File: src/rtl/mcmct_pkg.sv
`default_nettype none

package mcmct_pkg;

    // Field widths of the item and result words
    localparam int CHAN_W    = 3;
    localparam int SAMPLE_W  = 8;
    localparam int TIMEOUT_W = 32;
    localparam int MASK_W    = 8;
    localparam int COUNT_W   = 32;
    localparam int ACC_W     = 11;

    // Default bank configuration
    localparam int NUM_CHANNELS_DEF  = 8;
    localparam int MS_PER_SECOND_DEF = 1000;

    // Operation codes
    typedef logic [1:0] opcode_t;
    localparam opcode_t OP_TICK  = 2'd0;
    localparam opcode_t OP_ARM   = 2'd1;
    localparam opcode_t OP_CLEAR = 2'd2;

    // Per-channel controls for one processed word
    typedef struct packed {
        logic tick;   // tick with a nonzero elapsed count
        logic arm;    // load timeout and start counting
        logic clear;  // drop both marks
        logic drop;   // channel 0 expiry handoff to the indicator
    } chan_ctl_t;

endpackage

`default_nettype wire

File: src/rtl/multi_channel_ms_countdown_timers_unit.sv
`default_nettype none

// Bank of millisecond countdown timers.
// Input channel (in_valid / in_stall) carries one word per operation: a tick
// with a sample of the free-running counter's upper byte, an arm of a channel
// with a timeout, or a clear of a channel's marks. Every word yields exactly
// one result word on the output channel (out_valid / out_stall) holding the
// event and active masks, the seconds timestamp, the tick count of the last
// completed second, the second-completed flag and the indicator state.
// A word is held first in the input register, then in the result register.
// Throughput is one word per cycle while out_stall is low; all channels update
// in parallel, one subtract and compare per channel, between the two registers.
// When out_stall is high the result register holds, the input register fills
// and then in_stall rises in the same cycle as the blockage reaches it.
// Reset clears all timers, marks, counters and the indicator; the first tick
// after reset only captures the counter sample.
module multi_channel_ms_countdown_timers_unit
#(
    parameter int NUM_CHANNELS  = mcmct_pkg::NUM_CHANNELS_DEF,
    parameter int MS_PER_SECOND = mcmct_pkg::MS_PER_SECOND_DEF
)
(
    input  wire                                 clk,
    input  wire                                 rst_n,
    input  wire                                 in_valid,
    output logic                                in_stall,
    input  wire [1:0]                           opcode,
    input  wire [mcmct_pkg::SAMPLE_W-1:0]       counter_sample,
    input  wire [mcmct_pkg::CHAN_W-1:0]         channel,
    input  wire [mcmct_pkg::TIMEOUT_W-1:0]      timeout,
    output logic                                out_valid,
    input  wire                                 out_stall,
    output logic [mcmct_pkg::MASK_W-1:0]        event_mask,
    output logic [mcmct_pkg::MASK_W-1:0]        active_mask,
    output logic [mcmct_pkg::COUNT_W-1:0]       seconds,
    output logic [mcmct_pkg::COUNT_W-1:0]       ticks_last_second,
    output logic                                second_done,
    output logic                                indicator_on
);

    localparam int SUM_W = mcmct_pkg::ACC_W + 1;

    // Input register
    logic                                 in_valid_reg;
    mcmct_pkg::opcode_t                   op_reg;
    logic [mcmct_pkg::SAMPLE_W-1:0]       sample_reg;
    logic [mcmct_pkg::CHAN_W-1:0]         chan_reg;
    logic [mcmct_pkg::TIMEOUT_W-1:0]      timeout_reg;

    // Shared timing state
    logic [mcmct_pkg::SAMPLE_W-1:0]       prev_sample_reg;
    logic [mcmct_pkg::SAMPLE_W-1:0]       prev_sample_next;
    logic                                 seen_reg;
    logic                                 seen_next;
    logic [mcmct_pkg::ACC_W-1:0]          acc_reg;
    logic [mcmct_pkg::ACC_W-1:0]          acc_next;
    logic [mcmct_pkg::COUNT_W-1:0]        second_cnt_reg;
    logic [mcmct_pkg::COUNT_W-1:0]        second_cnt_next;
    logic [mcmct_pkg::COUNT_W-1:0]        tick_cnt_reg;
    logic [mcmct_pkg::COUNT_W-1:0]        tick_cnt_next;
    logic [mcmct_pkg::COUNT_W-1:0]        tick_cnt_inc;
    logic [mcmct_pkg::COUNT_W-1:0]        latched_reg;
    logic [mcmct_pkg::COUNT_W-1:0]        latched_next;
    logic                                 indicator_reg;
    logic                                 indicator_next;

    // Result register
    logic                                 out_valid_reg;
    logic [mcmct_pkg::MASK_W-1:0]         event_mask_reg;
    logic [mcmct_pkg::MASK_W-1:0]         active_mask_reg;
    logic [mcmct_pkg::COUNT_W-1:0]        seconds_reg;
    logic [mcmct_pkg::COUNT_W-1:0]        ticks_last_reg;
    logic                                 second_done_reg;
    logic                                 indicator_out_reg;

    // Processing controls
    logic                                 advance;
    logic                                 go;
    logic                                 is_tick;
    logic                                 is_arm;
    logic                                 is_clear;
    logic                                 tick_counted;
    logic                                 same_sample;
    logic                                 tick_full;
    logic                                 chan_ok;
    logic                                 sec_hit;
    logic                                 ind_set;
    logic [mcmct_pkg::SAMPLE_W-1:0]       elapsed;
    logic [SUM_W-1:0]                     acc_sum;
    logic [SUM_W-1:0]                     acc_wrap;

    // Channel bank signals
    mcmct_pkg::chan_ctl_t                 ctl [NUM_CHANNELS];
    logic [NUM_CHANNELS-1:0]              expire;
    logic [NUM_CHANNELS-1:0]              active_next;
    logic [NUM_CHANNELS-1:0]              event_next;
    logic [mcmct_pkg::MASK_W-1:0]         event_mask_next;
    logic [mcmct_pkg::MASK_W-1:0]         active_mask_next;

    // Move words through when the result register is free or being taken
    assign advance  = !out_valid_reg || !out_stall;
    assign in_stall = in_valid_reg && !advance;
    assign go       = in_valid_reg && advance;

    // Decode the held word
    assign is_tick  = go && (op_reg == mcmct_pkg::OP_TICK);
    assign is_arm   = go && (op_reg == mcmct_pkg::OP_ARM);
    assign is_clear = go && (op_reg == mcmct_pkg::OP_CLEAR);
    assign chan_ok  = {{(32-mcmct_pkg::CHAN_W){1'b0}}, chan_reg} < 32'(NUM_CHANNELS);

    assign tick_counted = is_tick && seen_reg;
    assign same_sample  = (sample_reg == prev_sample_reg);
    assign tick_full    = tick_counted && !same_sample;
    assign elapsed      = sample_reg - prev_sample_reg;
    assign tick_cnt_inc = tick_cnt_reg + 1'b1;

    assign acc_sum  = {1'b0, acc_reg} + {{(SUM_W-mcmct_pkg::SAMPLE_W){1'b0}}, elapsed};
    assign acc_wrap = acc_sum - SUM_W'(MS_PER_SECOND);
    assign sec_hit  = tick_full && (acc_sum >= SUM_W'(MS_PER_SECOND));

    // Hand channel 0's expiry to the indicator
    assign ind_set = tick_full && (event_next[0] || expire[0]);

    // Drive the channel bank
    genvar gi;
    generate
        for (gi = 0; gi < NUM_CHANNELS; gi++)
        begin : g_chan
            logic hit;
            assign hit = chan_ok && (32'(chan_reg) == 32'(gi));
            assign ctl[gi].tick  = tick_full;
            assign ctl[gi].arm   = is_arm && hit;
            assign ctl[gi].clear = is_clear && hit;
            if (gi == 0)
            begin : g_drop
                assign ctl[gi].drop = tick_full && expire[0];
            end
            else
            begin : g_nodrop
                assign ctl[gi].drop = 1'b0;
            end

            mcmct_channel u_channel
            (
                .clk         (clk),
                .rst_n       (rst_n),
                .ctl         (ctl[gi]),
                .elapsed     (elapsed),
                .timeout     (timeout_reg),
                .expire      (expire[gi]),
                .active_next (active_next[gi]),
                .event_next  (event_next[gi])
            );
        end

        // Show only the channels that fit the masks
        for (gi = 0; gi < mcmct_pkg::MASK_W; gi++)
        begin : g_mask
            if (gi < NUM_CHANNELS)
            begin : g_used
                assign event_mask_next[gi]  = event_next[gi];
                assign active_mask_next[gi] = active_next[gi];
            end
            else
            begin : g_unused
                assign event_mask_next[gi]  = 1'b0;
                assign active_mask_next[gi] = 1'b0;
            end
        end
    endgenerate

    // Advance the sample, accumulator and counters
    always_comb
    begin
        prev_sample_next = prev_sample_reg;
        seen_next        = seen_reg;
        acc_next         = acc_reg;
        second_cnt_next  = second_cnt_reg;
        tick_cnt_next    = tick_cnt_reg;
        latched_next     = latched_reg;
        indicator_next   = indicator_reg;
        if (is_tick)
        begin
            seen_next = 1'b1;
            if (!seen_reg || !same_sample)
            begin
                prev_sample_next = sample_reg;
            end
        end
        if (tick_counted)
        begin
            tick_cnt_next = tick_cnt_inc;
        end
        if (tick_full)
        begin
            acc_next = acc_sum[mcmct_pkg::ACC_W-1:0];
        end
        if (sec_hit)
        begin
            acc_next        = acc_wrap[mcmct_pkg::ACC_W-1:0];
            latched_next    = tick_cnt_inc;
            tick_cnt_next   = '0;
            second_cnt_next = second_cnt_reg + 1'b1;
        end
        if (is_arm && chan_ok && (chan_reg == '0))
        begin
            indicator_next = 1'b0;
        end
        if (ind_set)
        begin
            indicator_next = 1'b1;
        end
    end

    // Hold shared state
    always_ff @(posedge clk or negedge rst_n)
    begin
        if (!rst_n)
        begin
            prev_sample_reg <= '0;
            seen_reg        <= 1'b0;
            acc_reg         <= '0;
            second_cnt_reg  <= '0;
            tick_cnt_reg    <= '0;
            latched_reg     <= '0;
            indicator_reg   <= 1'b0;
        end
        else
        begin
            prev_sample_reg <= prev_sample_next;
            seen_reg        <= seen_next;
            acc_reg         <= acc_next;
            second_cnt_reg  <= second_cnt_next;
            tick_cnt_reg    <= tick_cnt_next;
            latched_reg     <= latched_next;
            indicator_reg   <= indicator_next;
        end
    end

    // Capture an incoming word
    always_ff @(posedge clk or negedge rst_n)
    begin
        if (!rst_n)
        begin
            in_valid_reg <= 1'b0;
        end
        else if (!in_stall)
        begin
            in_valid_reg <= in_valid;
        end
    end

    always_ff @(posedge clk)
    begin
        if (in_valid && !in_stall)
        begin
            op_reg      <= opcode;
            sample_reg  <= counter_sample;
            chan_reg    <= channel;
            timeout_reg <= timeout;
        end
    end

    // Load the result word
    always_ff @(posedge clk or negedge rst_n)
    begin
        if (!rst_n)
        begin
            out_valid_reg <= 1'b0;
        end
        else if (advance)
        begin
            out_valid_reg <= in_valid_reg;
        end
    end

    always_ff @(posedge clk)
    begin
        if (go)
        begin
            event_mask_reg    <= event_mask_next;
            active_mask_reg   <= active_mask_next;
            seconds_reg       <= second_cnt_next;
            ticks_last_reg    <= latched_next;
            second_done_reg   <= sec_hit;
            indicator_out_reg <= indicator_next;
        end
    end

    assign out_valid         = out_valid_reg;
    assign event_mask        = event_mask_reg;
    assign active_mask       = active_mask_reg;
    assign seconds           = seconds_reg;
    assign ticks_last_second = ticks_last_reg;
    assign second_done       = second_done_reg;
    assign indicator_on      = indicator_out_reg;

endmodule

`default_nettype wire

File: src/rtl/mcmct_channel.sv
`default_nettype none

module mcmct_channel
(
    input  wire                                 clk,
    input  wire                                 rst_n,
    input  mcmct_pkg::chan_ctl_t                ctl,
    input  wire [mcmct_pkg::SAMPLE_W-1:0]       elapsed,
    input  wire [mcmct_pkg::TIMEOUT_W-1:0]      timeout,
    output logic                                expire,
    output logic                                active_next,
    output logic                                event_next
);

    logic [mcmct_pkg::TIMEOUT_W-1:0] remaining_reg;
    logic [mcmct_pkg::TIMEOUT_W-1:0] remaining_next;
    logic                            active_reg;
    logic                            event_reg;
    logic [mcmct_pkg::TIMEOUT_W-1:0] elapsed_ext;

    assign elapsed_ext = {{(mcmct_pkg::TIMEOUT_W-mcmct_pkg::SAMPLE_W){1'b0}}, elapsed};

    // Detect the channel running out on this tick
    assign expire = ctl.tick && active_reg && (remaining_reg <= elapsed_ext);

    // Work out the next countdown state
    always_comb
    begin
        remaining_next = remaining_reg;
        active_next    = active_reg;
        event_next     = event_reg;
        if (ctl.arm)
        begin
            remaining_next = timeout;
            active_next    = 1'b1;
            event_next     = 1'b0;
        end
        else if (ctl.clear)
        begin
            active_next = 1'b0;
            event_next  = 1'b0;
        end
        else if (ctl.tick && active_reg)
        begin
            if (expire)
            begin
                remaining_next = '0;
                active_next    = 1'b0;
                event_next     = 1'b1;
            end
            else
            begin
                remaining_next = remaining_reg - elapsed_ext;
            end
        end
        if (ctl.drop)
        begin
            active_next = 1'b0;
            event_next  = 1'b0;
        end
    end

    // Hold the countdown state
    always_ff @(posedge clk or negedge rst_n)
    begin
        if (!rst_n)
        begin
            remaining_reg <= '0;
            active_reg    <= 1'b0;
            event_reg     <= 1'b0;
        end
        else
        begin
            remaining_reg <= remaining_next;
            active_reg    <= active_next;
            event_reg     <= event_next;
        end
    end

endmodule

`default_nettype wire
File: config.mk
export PLATFORM = sky130hd
export DESIGN_NAME = multi_channel_ms_countdown_timers_unit
export DESIGN_NICKNAME = d
export VERILOG_FILES = /design/src/rtl/mcmct_pkg.sv /design/src/rtl/multi_channel_ms_countdown_timers_unit.sv /design/src/rtl/mcmct_channel.sv
export SDC_FILE = /design/constraint.sdc
export NUM_CORES = 1
export LEC_CHECK = 0
export BUFFER_PORTS_ARGS = -buffer_cell sky130_fd_sc_hd__buf_2
export CAP_MARGIN = 20
export CORE_AREA = 2 2 322 324
export DETAILED_ROUTE_END_ITERATION = 10
export DIE_AREA = 0 0 324 326
export PLACE_DENSITY = 0.45
export RECOVER_POWER = 100
export SLEW_MARGIN = 15
export SYNTH_ARGS = -nofsm -noshare
export SYNTH_HDL_FRONTEND = slang
export SYNTH_SLANG_ARGS = --single-unit
export TNS_END_PERCENT = 100
File: constraint.sdc
create_clock -name clk -period 11.85 [get_ports clk]
set_clock_uncertainty 0.15 [all_clocks]
set_input_delay 0.5925 -clock clk [delete_from_list [all_inputs] [get_ports clk]]
set_output_delay 0.5925 -clock clk [all_outputs]
set_load 0.02 [all_outputs]
==> impl_metrics.csv, run 1 <==
group,metric,value,unit
run_status,outcome,"finished, violations left",
run_status,failed_checks,"capacitance limit, slew limit",
worst_setup_path,cp_data_required_time,12060,ps
route,first_iter_violations,2505,
power,proportion_of_power_drawn_by_the_clock_network,26.0,%
logic_synthesis,yosysUniqueCellTypes,80,
route,routed_wirelength,102000,um
clocking,clkSlewWorstSetupHoldPaths,60,ps
logic_synthesis,netlist_area,0.0293,mm^2
route,antenna_left,0,
logic_synthesis,synthAdderAreaFrac,4.03,%
global_routing,use_met2,30.1,%
clocking,insertion_delay,640,ps
logic_synthesis,synth_simple_gate_area_share,20.0,%
logic_synthesis,synth-edff-count,127,
logic_synthesis,post_synthesis_net_count,3234,
logic_synthesis,synth-compound-area-share,19.8,%
clocking,cts_htree_levels,3,
timing,worstMarginPinSlew,4080,ps
clocking,ctsHoldBuffers,41,
logic_synthesis,dominant_combinational_cell_family_by_area_after_synthesis,"simple AND/OR/NAND/NOR gates",
logic_synthesis,ys_seq_elements,518,
global_routing,globalRouteTotalUtil,19.3,%
logic_synthesis,yosys-top-cells-area,"dfrtp_1 33%, edfxtp_1 13%, nand2_1 3.8%",
route,first_pass_iteration_count_of_the_detailed_router,5,
layout,mostFrequentLayoutCell,"dfrtp_1",
timing,maxSlewViolCount,555,
logic_synthesis,synth_xor_area_share,4.05,%
logic_synthesis,syn_avg_cell_area,9.46,um^2
layout,final_nets,3353,
floorplanning,initial_core_util,28.6,%
timing,rsz_0062_raised_after_global_routing,"no",
worst_setup_path,r2r_slack,3800,ps
route,final_routed_drc_violation_total,0,
worst_setup_path,r2r-start,"sample_reg[0]$_DFFE_PP_",
logic_synthesis,ys_warn_count,0,
timing,final.min_clock_period,8050,ps
layout,synthesis_to_layout_area_growth,15.4,%
timing,finalHoldViolCount,0,
logic_synthesis,synth.top_cell.area_share,33.3,%
route,via_count,25100,
power,p_sw_share,40.6,%
worst_setup_path,cpMostUsedCell,"inv_1",
route,detail_route.wl_per_cell,22.0,um
floorplanning,floorplan.die_area,0.106,mm^2
hold_path,min-delay-path-class,"input port to register",
power,p_sw,3.16,mW
layout,most-common-layout-cells,"391 x dfrtp_1, 296 x nand2_1, 222 x nor2_1",
clocking,post_cts_buffers,0,
floorplanning,die_w,324,um
layout,fillCellCount,10600,
timing,timing.final.setup_violations,0,
route,via_cell_ratio,5.40,
layout,n_antenna_cell,0,
layout,layout.core_utilization,33.0,%
placement,buffer_ports.inserted,132,
power,cellPowerDensity,229,mW/mm^2
timing,finalSetupTns,0,ps
worst_setup_path,crit_fanout,71,
global_routing,grt_first_pass_wirelength,156000,um
layout,final_layout_size_suffix_gt1_share,8.09,%
timing,final.period_utilization,68.0,%
logic_synthesis,ys.flop_type,"dfrtp_1",
clocking,cts_repair_resize_count,0,
global_routing,grt-busiest-layer,"met2",
logic_synthesis,asyncSetResetFlopFracSynth,75.5,%
floorplanning,rows,118,
floorplanning,core_area,0.103,mm^2
clocking,number_of_buffers_between_clock_root_and_the_deepest_sink,3,
worst_setup_path,cp_data_arrival_time,8260,ps
global_routing,global_route.overflow_total,0,
worst_setup_path,critical_path.startpoint_type,"register",
placement,globalplace.congestion,0.835,
logic_synthesis,post_synthesis_instance_total,3102,
worst_setup_path,crit_path_end,"ticks_last_second[27]$_DFFE_PP_",
worst_setup_path,path_class,"register to register",
logic_synthesis,synth_seq_area_share,46.3,%
logic_synthesis,yosys.area.top_type,"dfrtp_1",
timing,slew_headroom,-172,%
global_routing,largest_net_degree_at_the_start_of_global_routing,144,
power,p_leak,13.3,nW
global_routing,grt_met3_usage,2.72,%
power,power_report.internal_total,4.62,mW
clocking,clock_tree.root_cell,"clkbuf_16",
worst_setup_path,crit_path_end_kind,"register",
timing,fmax,124,MHz
clocking,cts.sinks,518,
floorplanning,floorplan.die.height,326,um
worst_setup_path,rr_endpoint,"ticks_last_second[27]$_DFFE_PP_",
floorplanning,ios,133,
worst_setup_path,timing.critical_path.cells,"inv_1, ha_1, inv_1, fa_1, a21o_1, a21oi_1, xnor2_1, clkbuf_1, inv_1, ha_1, o21ai_0, o21bai_1, o31a_1, a31oi_1, o31ai_1, a32o_1, a21oi_4, clkbuf_1, nor2_4, buf_4, mux2_1",
worst_setup_path,critical-path-slowest-cell,"clkbuf_1",
worst_setup_path,worst-r2r-cell-count,21,
global_routing,groute.layer.met1.usage,27.6,%
run,max_cap_violations,8,
clocking,tritoncts,"built",
power,max-vdd-ir-drop,121,uV
logic_synthesis,synth_mux_area_share,2.25,%
global_routing,antenna_found_initial,12,
worst_setup_path,slowest_delay,2490,ps
power,power.sequential.fraction,32.4,%
power,p_comb_share,41.5,%
clocking,tritoncts.num_buffers,67,
placement,dpl.hpwl,66800,um
layout,largest_register_ffs,256,
worst_setup_path,worst_setup_path_startpoint,"sample_reg[0]$_DFFE_PP_",
global_routing,number_of_global_route_vias_before_repair,24200,
==> critical path: cells and delay by family (launching register included) <==
kind	cells	cell delay [ps]
xor gates and xnor gates	1	280
adders and majority gates	3	910
muxes	1	410
and+or+nand+nor	1	-180
AOI/OAI and AO/OA	9	1970
DFF	1	360
buffers and inverters	6	3840
==> Yosys cell counts (11+ instances only) <==
cell type / number
mux2_2: 39
xor2_1: 75
nand3_1: 110
and2_1: 23
or2_2: 22
edfxtp_1: 127
clkbuf_1: 140
nand4_1: 42
o21ai_0: 167
o311ai_0: 51
o22ai_1: 26
inv_1: 80
or3_1: 82
a211oi_1: 13
dfrtp_1: 391
nor2b_1: 32
a22oi_1: 77
a31oi_1: 47
o21a_1: 33
a21o_1: 20
ha_1: 73
a21oi_1: 170
a32oi_1: 17
buf_2: 16
and3_1: 35
o211ai_1: 63
mux2i_1: 22
or4_1: 38
nor2_1: 229
xnor2_1: 58
a22o_1: 11
nor3_1: 127
o41ai_1: 14
nor3b_1: 11
nand3b_1: 14
nor4_1: 52
o31ai_1: 37
nand2b_1: 26
nand2_1: 297
buf_1: 33
==> how the worst min path moves through the flow <==
stage | from | endpoint | slack, ps | depth (start not counted)
2_1_floorplan | rst_n | acc_reg[0]$_DFFE_PN0P_ | 150 | 0
6_report | out_stall | out_valid$_DFFE_PN0N_ | 60 | 3
5_1_grt | out_stall | out_valid$_DFFE_PN0N_ | 80 | 3
4_1_cts | counter_sample[0] | sample_reg[0]$_DFFE_PP_ | 20 | 1
3_5_place_dp | second_cnt_reg[31]$_DFF_PN0_ | second_cnt_reg[31]$_DFF_PN0_ | 300 | 1
3_3_place_gp | second_cnt_reg[31]$_DFF_PN0_ | second_cnt_reg[31]$_DFF_PN0_ | 300 | 1
==> area by class of cell <==
class	instances	area (um^2)	share of cell area [%]
timing repair buffer	239	1360	4.02
sequential	518	13600	40.1
tap	1380	1730	5.10
multi-input combinational	2315	14800	43.6
clock inverter	31	274	0.809
inverter	80	302	0.890
clock buffer	92	1860	5.50
==> stage by stage <==
stage	hold slack [ps]	total power [mW]	setup slack [ps]	instances	area, um^2
2_1_floorplan	147	4.82	6730	3102	29300
3_3_place_gp	302	5.75	5800	4488	31600
3_5_place_dp	302	5.75	5810	4488	31600
4_1_cts	19.7	7.83	5780	4652	34100
5_1_grt	77.1	8.36	2910	4655	33900
6_report	64.3	7.77	3800	4655	33900
==> power groups by stage <==
stage	Sequential [mW]	Clock (mW)	Combinational (mW)
after floorplan	2.44	0	2.37
after global placement	2.55	0	3.20
after detailed placement	2.54	0	3.20
after CTS	2.51	2.09	3.23
after global routing	2.57	2.16	3.63
final	2.52	2.02	3.23
==> per-layer routing <==
metal / up-vias / routed length, um
met5: - / 0
met4: 0 / 2780
met3: 137 / 5100
met2: 637 / 47000
met1: 12400 / 47600
li1: 11900 / -
==> logic make-up (layout without fill, tap and decap cells) <==
| group | Yosys count | in the layout |
|---|---|---|
| DFF | 518 | 518 |
| muxes | 61 | 61 |
| buffers and inverters | 269 | 442 |
| xor gates and xnor gates | 134 | 134 |
| and+or+nand+nor | 1170 | 1170 |
| adders and majority gates | 90 | 90 |
| AOI/OAI and AO/OA | 860 | 860 |
No activity file was read; power rests on OpenSTA's default activity.
==> inputs of run 2 (changes only) <==
- ABC_AREA: default -> 1
- CORE_AREA: 2 2 322 324 -> 2 2 336 338
- DIE_AREA: 0 0 324 326 -> 0 0 338 340
- PLACE_DENSITY: 0.45 -> 0.47
- clock period: 11.85 -> 6.5 ns (I/O delays scaled with it)
==> run 2 against run 1 <==
  * The run still ends with capacitance limit, slew limit left
  * Non-clock buffer count decreased by 17
  * Total power grew 130%
  * Fmax up 47%
  * Clock-buffer cell count is 4 lower
  * Via count increased by 15%
  * Synthesized cell count grew 38%
  * First-iteration DRC count fell by 12%
  * Clock power increased by 100%
  * Critical path depth fell by 7
  * Global-route usage shrank 0.088 points
  * Sequential cell count unchanged
  * Sequential power grew 120%
  * Critical endpoint is now g_chan[0].u_channel.remaining_reg[19]$_DFFE_PN0P_
  * Largest cell class unchanged
==> impl_metrics.csv, run 2 <==
group,metric,value,unit
logic_synthesis,synth.top_cell.area_share,30.5,%
layout,layout.core_utilization,33.1,%
timing,rsz_0062_raised_after_global_routing,"no",
route,routed_wirelength,111000,um
logic_synthesis,asyncSetResetFlopFracSynth,75.5,%
layout,largest_register_ffs,256,
floorplanning,floorplan.die_area,0.115,mm^2
layout,final_nets,4563,
logic_synthesis,post_synthesis_net_count,4412,
clocking,post_cts_buffers,0,
timing,timing.final.setup_violations,0,
route,final_routed_drc_violation_total,0,
logic_synthesis,post_synthesis_instance_total,4280,
clocking,clkSlewWorstSetupHoldPaths,60,ps
global_routing,number_of_global_route_vias_before_repair,28100,
run_status,outcome,"finished, violations left",
layout,synthesis_to_layout_area_growth,15.1,%
clocking,cts.sinks,518,
logic_synthesis,syn_avg_cell_area,7.50,um^2
logic_synthesis,yosys.area.top_type,"dfrtp_1",
worst_setup_path,worst_setup_path_startpoint,"out_valid$_DFFE_PN0N_",
worst_setup_path,worst-r2r-cell-count,14,
worst_setup_path,rr_endpoint,"g_chan[0].u_channel.remaining_reg[19]$_DFFE_PN0P_",
worst_setup_path,crit_fanout,35,
worst_setup_path,crit_path_end_kind,"register",
power,p_leak,16.5,nW
placement,globalplace.congestion,0.884,
clocking,insertion_delay,650,ps
worst_setup_path,r2r-start,"out_valid$_DFFE_PN0N_",
route,via_count,28900,
layout,post_layout_nonfiller_instances,5991,
global_routing,antenna_found_initial,11,
timing,final.hold.worst_slack,244,ps
worst_setup_path,cp_data_arrival_time,5860,ps
layout,mostFrequentLayoutCell,"nand2_1",
logic_synthesis,synth-edff-count,127,
floorplanning,core_area,0.112,mm^2
timing,fmax,182,MHz
run_status,failed_checks,"capacitance limit, slew limit",
power,max-vdd-ir-drop,236,uV
global_routing,globalRouteTotalUtil,19.2,%
timing,finalHoldViolCount,0,
logic_synthesis,synth_most_common_cell,"nand2_1",
floorplanning,floorplan.die.height,340,um
worst_setup_path,slowest_delay,1760,ps
worst_setup_path,path_class,"register to register",
clocking,number_of_buffers_between_clock_root_and_the_deepest_sink,3,
global_routing,global_route.overflow_total,0,
timing,maxSlewViolCount,198,
worst_setup_path,path_buf_inv,7,
logic_synthesis,synth_top_cells_by_count,"873 x nand2_1, 675 x nor2_1, 510 x inv_1",
timing,worstMarginPinSlew,4240,ps
route,via_cell_ratio,4.83,
power,cellPowerDensity,485,mW/mm^2
floorplanning,die_w,338,um
placement,buffer_ports.inserted,132,
route,first_pass_iteration_count_of_the_detailed_router,5,
logic_synthesis,yosys-top-cells-area,"dfrtp_1 30%, edfxtp_1 12%, nand2_1 10%",
floorplanning,ios,133,
route,detail_route.wl_per_cell,18.5,um
logic_synthesis,ys_seq_elements,518,
hold_path,min_from,"timeout[27]",
clocking,cts_htree_levels,3,
global_routing,largest_net_degree_at_the_start_of_global_routing,136,
clocking,tritoncts,"built",
route,antenna_left,0,
worst_setup_path,cp_data_required_time,6880,ps
worst_setup_path,critical_path.startpoint_type,"register",
floorplanning,rows,123,
logic_synthesis,ys.flop_type,"dfrtp_1",
global_routing,grt_first_pass_wirelength,171000,um
worst_setup_path,critical-path-slowest-cell,"clkbuf_1",
placement,dpl.hpwl,74300,um
hold_path,min_delay_path_depth,2,
placement,place_ws,1560,ps
worst_setup_path,cpLargestDelayFamily,"buffers and inverters",
layout,final_layout_size_suffix_gt1_share,6.69,%
route,first_iter_violations,2214,
logic_synthesis,synth_seq_area_share,42.4,%
worst_setup_path,worstSetupPathDepth,14,
placement,placedCellCount,5809,
hold_path,min-delay-path-class,"input port to register",
layout,most-common-layout-cells,"880 x nand2_1, 675 x nor2_1, 515 x inv_1",
run,max_cap_violations,4,
logic_synthesis,ys_warn_count,0,
timing,finalSetupTns,0,ps
clocking,clock_tree.root_cell,"clkbuf_16",
worst_setup_path,timing.critical_path.cells,"nand2_1, clkinv_1, nor2_1, clkbuf_1, inv_2, nor3_2, nand2_1, buf_4, o21ai_2, clkbuf_2, inv_1, clkbuf_16, a21oi_1, a21oi_1",
timing,final.min_clock_period,5480,ps
timing,final.period_utilization,84.3,%
logic_synthesis,yosysUniqueCellTypes,56,
worst_setup_path,r2r_slack,1020,ps
timing,slew_headroom,-183,%
floorplanning,initial_core_util,28.8,%
clocking,tritoncts.num_buffers,68,
hold_path,whs_endpoint,"timeout_reg[27]$_DFFE_PP_",
timing,fin_ws,1020,ps
logic_synthesis,netlist_area,0.0321,mm^2
-- run 2: changes by cell type in the layout (fill, tap and decap cells not counted), moves of 59 or more --
cell and change:
or3_1 -81, o211ai_1 -59, nand4_1 +76, a21oi_1 +289, nand2_1 +584, nand3_1 +154
o21ai_0 -63, a22oi_1 -75, inv_1 +436, nor2_1 +453
-- run 2: metal layers --
metal / GRT usage [%] / vias to the layer above / part of all wire [%]
met5: 0 / - / 0
met3: 2.35 / 120 / 4.8
met4: 4.65 / 0 / 2.2
met1: 27.5 / 13900 / 48
li1: - / 14300 / -
met2: 30.8 / 665 / 45
-- run 2: cells by family (layout without fill, tap and decap cells) --
| group | Yosys count | count (layout) | synth area share, % |
|---|---|---|---|
| flip-flops | 518 | 518 | 42.4 |
| XOR/XNOR | 170 | 170 | 4.66 |
| adder cells (fa/ha/maj) | 83 | 83 | 3.47 |
| multiplexers | 1 | 1 | 0.0351 |
| buffers and inverters | 672 | 878 | 8.50 |
| AND/OR/NAND/NOR | 2170 | 2170 | 29.7 |
| AO/OA/AOI/OAI | 666 | 666 | 11.3 |
| other | 0 | 5 | 0 |
-- run 2: what timing repair did --
| action | 4_1_cts | 5_1_grt |
|---|---|---|
| hold endpoints to repair | 111 | 0 |
| setup endpoints to repair | 0 | 0 |
| hold buffers | 48 | 0 |
| resized for setup | 0 | 0 |
-- run 2: how the worst max path moves through the flow --
| stage | to | slack (ps) |
|---|---|---|
| after floorplan | ticks_last_second[27]$_DFFE_PP_ | 2510 |
| after global placement | seconds[12]$_DFFE_PP_ | 1590 |
| after detailed placement | seconds[24]$_DFFE_PP_ | 1560 |
| after CTS | seconds[24]$_DFFE_PP_ | 1550 |
| after global routing | g_chan[0].u_channel.remaining_reg[10]$_DFFE_PN0P_ | 560 |
| final | g_chan[0].u_channel.remaining_reg[19]$_DFFE_PN0P_ | 1020 |
-- run 2: where the power goes --
| part | internal (mW) | total, mW | switching, mW |
|---|---|---|---|
| clock | 2.44 | 4.12 | 1.68 |
| sequential | 4.51 | 5.64 | 1.13 |
| combinational | 3.01 | 8.17 | 5.16 |
| total | 9.96 | 17.9 | 7.97 |
-- run 2: through the flow --
stage | total power, mW | cell area, um^2
floorplan | 11.8 | 32100
global placement | 13.8 | 34300
detailed placement | 13.9 | 34300
CTS | 18.1 | 37200
global route | 19.6 | 37000
finish | 17.9 | 37000
-- run 2: cell type report --
class | count | area [um^2]
antenna | 5 | 12.5
clock buffer | 88 | 1870
clock inverter | 37 | 596
fill | 12000 | 74600
inverter | 531 | 1990
multi-input combinational | 3090 | 15700
sequential | 518 | 13600
tap | 1500 | 1880
timing repair buffer | 222 | 1370
